File: src/hdl/mrle_pkg.sv
package mrle_pkg;

  localparam int unsigned CharW   = 8;
  localparam int unsigned CodeW   = 3;
  localparam int unsigned CountW  = 4;
  localparam int unsigned ByteW   = 8;

  localparam logic [CountW-1:0] RunMax = 4'd15;

  localparam logic [CharW-1:0] ChUpLower    = 8'h75;  // u
  localparam logic [CharW-1:0] ChLeftLower  = 8'h6C;  // l
  localparam logic [CharW-1:0] ChDownLower  = 8'h64;  // d
  localparam logic [CharW-1:0] ChRightLower = 8'h72;  // r
  localparam logic [CharW-1:0] ChUpUpper    = 8'h55;  // U
  localparam logic [CharW-1:0] ChLeftUpper  = 8'h4C;  // L
  localparam logic [CharW-1:0] ChDownUpper  = 8'h44;  // D
  localparam logic [CharW-1:0] ChRightUpper = 8'h52;  // R

  typedef enum logic [CodeW-1:0] {
    MoveUpLower    = 3'd0,
    MoveLeftLower  = 3'd1,
    MoveDownLower  = 3'd2,
    MoveRightLower = 3'd3,
    MoveUpUpper    = 3'd4,
    MoveLeftUpper  = 3'd5,
    MoveDownUpper  = 3'd6,
    MoveRightUpper = 3'd7
  } move_code_e;

  typedef struct packed {
    logic       is_move;
    move_code_e code;
  } move_t;

  typedef struct packed {
    logic             valid;
    logic [ByteW-1:0] packed_byte;
    logic             byte_valid;
    logic             end_of_string;
  } result_t;

endpackage

File: src/hdl/mrle_decode.sv
module mrle_decode (
  input  logic [mrle_pkg::CharW-1:0] char_i,
  output mrle_pkg::move_t            move_o
);
  import mrle_pkg::*;

  always_comb begin
    move_o.is_move = 1'b1;
    move_o.code    = MoveUpLower;
    unique case (char_i)
      ChUpLower:    move_o.code = MoveUpLower;
      ChLeftLower:  move_o.code = MoveLeftLower;
      ChDownLower:  move_o.code = MoveDownLower;
      ChRightLower: move_o.code = MoveRightLower;
      ChUpUpper:    move_o.code = MoveUpUpper;
      ChLeftUpper:  move_o.code = MoveLeftUpper;
      ChDownUpper:  move_o.code = MoveDownUpper;
      ChRightUpper: move_o.code = MoveRightUpper;
      default:      move_o.is_move = 1'b0;
    endcase
  end

endmodule

File: src/hdl/mrle_core.sv
module mrle_core (
  input  logic              clk_i,
  input  logic              rst_ni,
  input  logic              step_i,
  input  mrle_pkg::move_t   move_i,
  output mrle_pkg::result_t res_o
);
  import mrle_pkg::*;

  move_code_e        run_code_q, run_code_d;
  logic [CountW-1:0] run_length_q, run_length_d;
  logic              pending;
  logic [ByteW-1:0]  pending_byte;

  assign pending      = (run_length_q != '0);
  assign pending_byte = {run_length_q, 1'b0, run_code_q};

  always_comb begin
    run_code_d        = run_code_q;
    run_length_d      = run_length_q;
    res_o.valid         = 1'b0;
    res_o.packed_byte   = pending ? pending_byte : '0;
    res_o.byte_valid    = pending;
    res_o.end_of_string = 1'b0;
    priority if (!move_i.is_move) begin
      // terminator flushes the pending run
      res_o.valid         = 1'b1;
      res_o.end_of_string = 1'b1;
      run_code_d          = MoveUpLower;
      run_length_d        = '0;
    end else if (pending && move_i.code == run_code_q && run_length_q != RunMax) begin
      run_length_d = run_length_q + CountW'(1);
    end else begin
      res_o.valid  = pending;
      run_code_d   = move_i.code;
      run_length_d = CountW'(1);
    end
  end

  always_ff @(posedge clk_i or negedge rst_ni) begin
    if (!rst_ni) begin
      run_code_q   <= MoveUpLower;
      run_length_q <= '0;
    end else if (step_i) begin
      run_code_q   <= run_code_d;
      run_length_q <= run_length_d;
    end
  end

endmodule

File: src/hdl/mrle_out_reg.sv
module mrle_out_reg (
  input  logic                         clk_i,
  input  logic                         rst_ni,
  input  logic                         load_i,
  input  mrle_pkg::result_t            res_i,
  output logic                         free_o,
  output logic                         out_valid_o,
  input  logic                         out_ready_i,
  output logic [mrle_pkg::ByteW-1:0]   packed_byte_o,
  output logic                         byte_valid_o,
  output logic                         end_of_string_o
);
  import mrle_pkg::*;

  logic             valid_q;
  logic [ByteW-1:0] byte_q;
  logic             bvalid_q;
  logic             eos_q;

  assign free_o = !valid_q || out_ready_i;

  always_ff @(posedge clk_i or negedge rst_ni) begin
    if (!rst_ni) begin
      valid_q <= 1'b0;
    end else if (free_o) begin
      valid_q <= load_i && res_i.valid;
    end
  end

  always_ff @(posedge clk_i) begin
    if (free_o && load_i && res_i.valid) begin
      byte_q   <= res_i.packed_byte;
      bvalid_q <= res_i.byte_valid;
      eos_q    <= res_i.end_of_string;
    end
  end

  assign out_valid_o     = valid_q;
  assign packed_byte_o   = byte_q;
  assign byte_valid_o    = bvalid_q;
  assign end_of_string_o = eos_q;

endmodule

File: src/hdl/move_run_length_encoder.sv
// channel  | valid / ready               | payload
// input    | in_valid_i / in_ready_o     | char_in_i
// output   | out_valid_o / out_ready_i   | packed_byte_o, byte_valid_o, end_of_string_o
//
// one character per cycle while the output register is free; a character waits in the input register,
// the run logic then writes at most one item into the output register.
// a result passes the input register and then the output register before it is visible
// rst_ni clears the pending run and both valid flags.
// a full output slot that is not being drained holds the input register, item or not
module move_run_length_encoder (
  input  logic                         clk_i,
  input  logic                         rst_ni,
  input  logic                         in_valid_i,
  output logic                         in_ready_o,
  input  logic [mrle_pkg::CharW-1:0]   char_in_i,
  output logic                         out_valid_o,
  input  logic                         out_ready_i,
  output logic [mrle_pkg::ByteW-1:0]   packed_byte_o,
  output logic                         byte_valid_o,
  output logic                         end_of_string_o
);
  import mrle_pkg::*;

  logic             in_valid_q;
  logic [CharW-1:0] char_q;
  move_t            move;
  result_t          res;
  logic             out_free;
  logic             step;

  assign step       = in_valid_q && out_free;
  assign in_ready_o = !in_valid_q || step;

  always_ff @(posedge clk_i or negedge rst_ni) begin
    if (!rst_ni) begin
      in_valid_q <= 1'b0;
    end else if (in_ready_o) begin
      in_valid_q <= in_valid_i;
    end
  end

  always_ff @(posedge clk_i) begin
    if (in_ready_o && in_valid_i) begin
      char_q <= char_in_i;
    end
  end

  mrle_decode u_decode (
    .char_i (char_q),
    .move_o (move)
  );

  mrle_core u_core (
    .clk_i  (clk_i),
    .rst_ni (rst_ni),
    .step_i (step),
    .move_i (move),
    .res_o  (res)
  );

  mrle_out_reg u_out_reg (
    .clk_i           (clk_i),
    .rst_ni          (rst_ni),
    .load_i          (step),
    .res_i           (res),
    .free_o          (out_free),
    .out_valid_o     (out_valid_o),
    .out_ready_i     (out_ready_i),
    .packed_byte_o   (packed_byte_o),
    .byte_valid_o    (byte_valid_o),
    .end_of_string_o (end_of_string_o)
  );

endmodule
File: config.mk
export PLATFORM = sky130hd
export DESIGN_NAME = move_run_length_encoder
export DESIGN_NICKNAME = d
export VERILOG_FILES = /design/src/hdl/mrle_pkg.sv /design/src/hdl/mrle_decode.sv /design/src/hdl/mrle_core.sv /design/src/hdl/mrle_out_reg.sv /design/src/hdl/move_run_length_encoder.sv
export SDC_FILE = /design/constraint.sdc
export NUM_CORES = 1
export LEC_CHECK = 0
export BUFFER_PORTS_ARGS = -buffer_cell sky130_fd_sc_hd__buf_2
export CAP_MARGIN = 10
export CELL_PAD_IN_SITES_DETAIL_PLACEMENT = 1
export CELL_PAD_IN_SITES_GLOBAL_PLACEMENT = 1
export CORE_UTILIZATION = 45
export CTS_BUF_LIST = sky130_fd_sc_hd__clkbuf_16
export DETAILED_ROUTE_END_ITERATION = 7
export PLACE_DENSITY = 0.77
export SLEW_MARGIN = 25
export SYNTH_ARGS = -nofsm -noshare
export SYNTH_HDL_FRONTEND = slang
export SYNTH_SLANG_ARGS = --single-unit
File: constraint.sdc
create_clock -name clk_i -period 8.6 [get_ports clk_i]
set_input_delay 1.72 -clock clk_i [delete_from_list [all_inputs] [get_ports clk_i]]
set_output_delay 1.72 -clock clk_i [all_outputs]
set_load 0.005 [all_outputs]
==> summary.txt <==
Clock network
  • Worst-case clock buffer depth: 2
  • Root buf cell: clkbuf_16
  • H-tree depth: 1
  • Reg clk slew, reported paths: 0.07 ns
  • TritonCTS Buffers: 3
  • Post-CTS Hold Buffers: 0
  • Clock Latency Late Sink: 0.26 ns
  • Clk sinks: 26
  • CTS tree: built
  • Post-CTS sizing: 0
  • Post-CTS Setup Inserts: 0

STA
  • Setup violators final: 0
  • Hold Fails Final Rpt: 0
  • Post-route setup TNS: 0 ns
  • Clock Skews: 0.00704 ns
  • Max-slew headroom: ~31%
  • Fin. max-slew vios: 0
  • Unrepaired setup endpoints after global routing: no
  • Final worst slack: ~4.6 ns
  • Final worst path period need: 3.96 ns
  • Fmax: 252 MHz
  • Fin crit share: 46.1%
  • Worst slew pin tran: 1.01 ns

Worst setup path
  • Nature of the critical path endpoint: primary output
  • Reg-to-reg endpoint: u_out_reg.packed_byte_o[7]
  • Reg2Reg Depth: 6
  • R2r startpoint: char_q[0]
  • CP Data Arrival Time: 2.24 ns
  • Type of origin of the critical path: primary input
  • Worst R2R Setup Slack: 5.70 ns
  • CP max FO: 3
  • Setup CP Type: in2out
  • Worst Path Required: 6.88 ns

GRT
  • Largest net degree at the start of global routing: 15
  • Gr usage total: 22.8%
  • Vias in the first global route: roughly 910
  • Initial antenna violation count: 0
  • Total gr overflow: 0
  • Global-route wire length before repair: about 4500 um

Place
  • Placer Congestion: 0.773
  • Placed Cells incl. Taps: between 150 and 200
  • Dpl hpwl: 2010 um
  • Worst slack, placed: roughly 4.6 ns
  • IO buf count: 22
  • Dpl cell area: 1370 um^2

Hold path
  • Min-delay src: u_core.run_code_q[0]
  • Hold-critical path depth: 2
  • Hold path endpoint: u_core.run_code_q[0]
  • Worst Hold Class: reg2reg

Cells and area
  • Fillers: 273
  • Final Net Count: 141
  • Finished Layout Cells: 156
  • Final instance area: between 1000 and 1500 um^2
  • Synthesis-to-finish area growth: 17.8%
  • Share of cells above drive strength 1: 26.2%
  • Diode count: 0

Synth
  • Ys async rst share: 34.6%
  • Post-synth EDFFs: 17
  • Post-synthesis sequential area ratio: 59.8%
  • Synth Register Bits: 26
  • Syn_nets: ~120
  • Mean Syn Cell Area: approximately 12 um^2
  • Top_reg_cell synth: edfxtp_1
  • Synthesized instance count: 102
  • Mapped Area: 1230 um^2
  • Yosys warns: 0
  • Post-synthesis cell type count: 41

Floorplanning
  • Top Ports: 24
  • Initial core utilization: 48.8%
  • Core Region: around 2500 um^2
  • Chip width: 54.3 um
  • Die footprint: 2950 um^2
  • Row cnt: 18
  • Die Y: 54.3 um

Drt
  • DR WL/cell: 18.2 um
  • Detailed-route via count: 890
  • Iteration count of the initial detailed-routing pass: 4
  • Antenna viol nets, final: 0
  • Drt drc: 0
  • Initial DRC count: 11
  • Detailed-route vias per instance: 5.71
  • Final wirelength: 2850 um

Power
  • Maximum vdd ir drop: ~150 uV
  • Pleak: ~0.56 nW
  • PwrDens: 209 nW/um^2

Flow run
  • Max Cap Viol: 0

Status
  • Run status: complete, no violations
-- critical path: stages --
cell     delay [ns]
buf_2          0.10
nor2b_1        0.16
nand2_1        0.11
buf_2          0.14
-- kinds of logic after synthesis --
family / count (synthesis) / share of synthesized area, %
simple gates: 40 / 19.5
flops: 26 / 59.8
compound gates: 20 / 12.2
buf+inv: 9 / 3.05
fa+ha+maj: 2 / 2.03
xor+xnor: 2 / 1.42
mux: 2 / 1.73
other cells: 1 / 0.305
-- area by class of cell --
class	instances	area [um^2]	share of cell area [%]
clock inverters	1	3.75	0.259
repair buffers	23	118	8.11
clock buffers	3	75.1	5.18
well taps	30	37.5	2.59
multi-input cells	67	458	31.6
inverters	6	22.5	1.55
flip-flops and latches	26	736	50.7
-- power by group --
part | internal, mW | total [mW] | switching (mW)
Combinational | 0.0192 | 0.0478 | 0.0286
Sequential | 0.148 | 0.154 | 0.00652
Clock | 0.0621 | 0.101 | 0.0391
Total | 0.229 | 0.303 | 0.0743
-- worst max path at each step --
stage          cells after the start   startpoint  slack (ns)    endpoint
2_1_floorplan                      2  out_ready_i        4.94  in_ready_o
3_3_place_gp                       4  out_ready_i        4.71  in_ready_o
3_5_place_dp                       4  out_ready_i        4.64  in_ready_o
4_1_cts                            4  out_ready_i        4.64  in_ready_o
5_1_grt                            4  out_ready_i        4.56  in_ready_o
6_report                           4  out_ready_i        4.64  in_ready_o
-- cells in the final DEF, fill, tap and decap left out, types with 2 or more instances in the layout --
cell type / count
a21o_1: 2
a21oi_1: 3
and2_1: 3
buf_2: 22
clkbuf_16: 3
dfrtp_1: 9
edfxtp_1: 17
ha_1: 2
inv_1: 7
nand2_1: 7
nand2b_1: 3
nand3_1: 4
nand3b_1: 3
nor2_1: 5
nor3_1: 2
o21ai_0: 5
o22ai_1: 2
or3_1: 2
or4bb_1: 2
-- sequential cells by signal, indices dropped and copies added, names as in the netlist --
| name | cells |
|---|---|
| u_out_reg.out_valid_o | 1 |
| u_out_reg.byte_valid_o | 1 |
| u_core.run_code_q | 3 |
| u_out_reg.packed_byte_o | 7 |
| u_core.run_length_q | 4 |
| char_q | 8 |
| u_out_reg.end_of_string_o | 1 |
| in_valid_q | 1 |
-- cell usage after synthesis, types with 2 or more instances --
library cell	count	area (um^2)
inv_1	6	22.5
nand2_1	7	26.3
nand3_1	4	20.0
nor3_1	2	10.0
nor2_1	5	18.8
ha_1	2	25.0
a21o_1	2	15.0
nand3b_1	3	22.5
o21ai_0	5	25.0
nand2b_1	3	18.8
a21oi_1	3	15.0
or3_1	2	12.5
clkbuf_1	2	7.51
dfrtp_1	9	225
o22ai_1	2	12.5
or4bb_1	2	22.5
edfxtp_1	17	510
and2_1	3	18.8
-- per-layer routing --
layer	up-vias	part of all wire [%]	track usage [%]
li1	421	-	-
met1	444	41	27.5
met2	21	54	40.9
met3	4	3.2	3.89
met4	0	1.5	7.26
met5	-	0	0
-- stage by stage --
step                      hold slack, ns  power, mW  util, %
after floorplan                    0.483      0.184        -
after global placement             0.516      0.201     54.4
after detailed placement           0.525      0.205     54.4
after CTS                          0.565      0.307     57.5
after global routing               0.584      0.317     57.5
final                              0.565      0.303     57.5
Power figures use the tool's default switching activity.
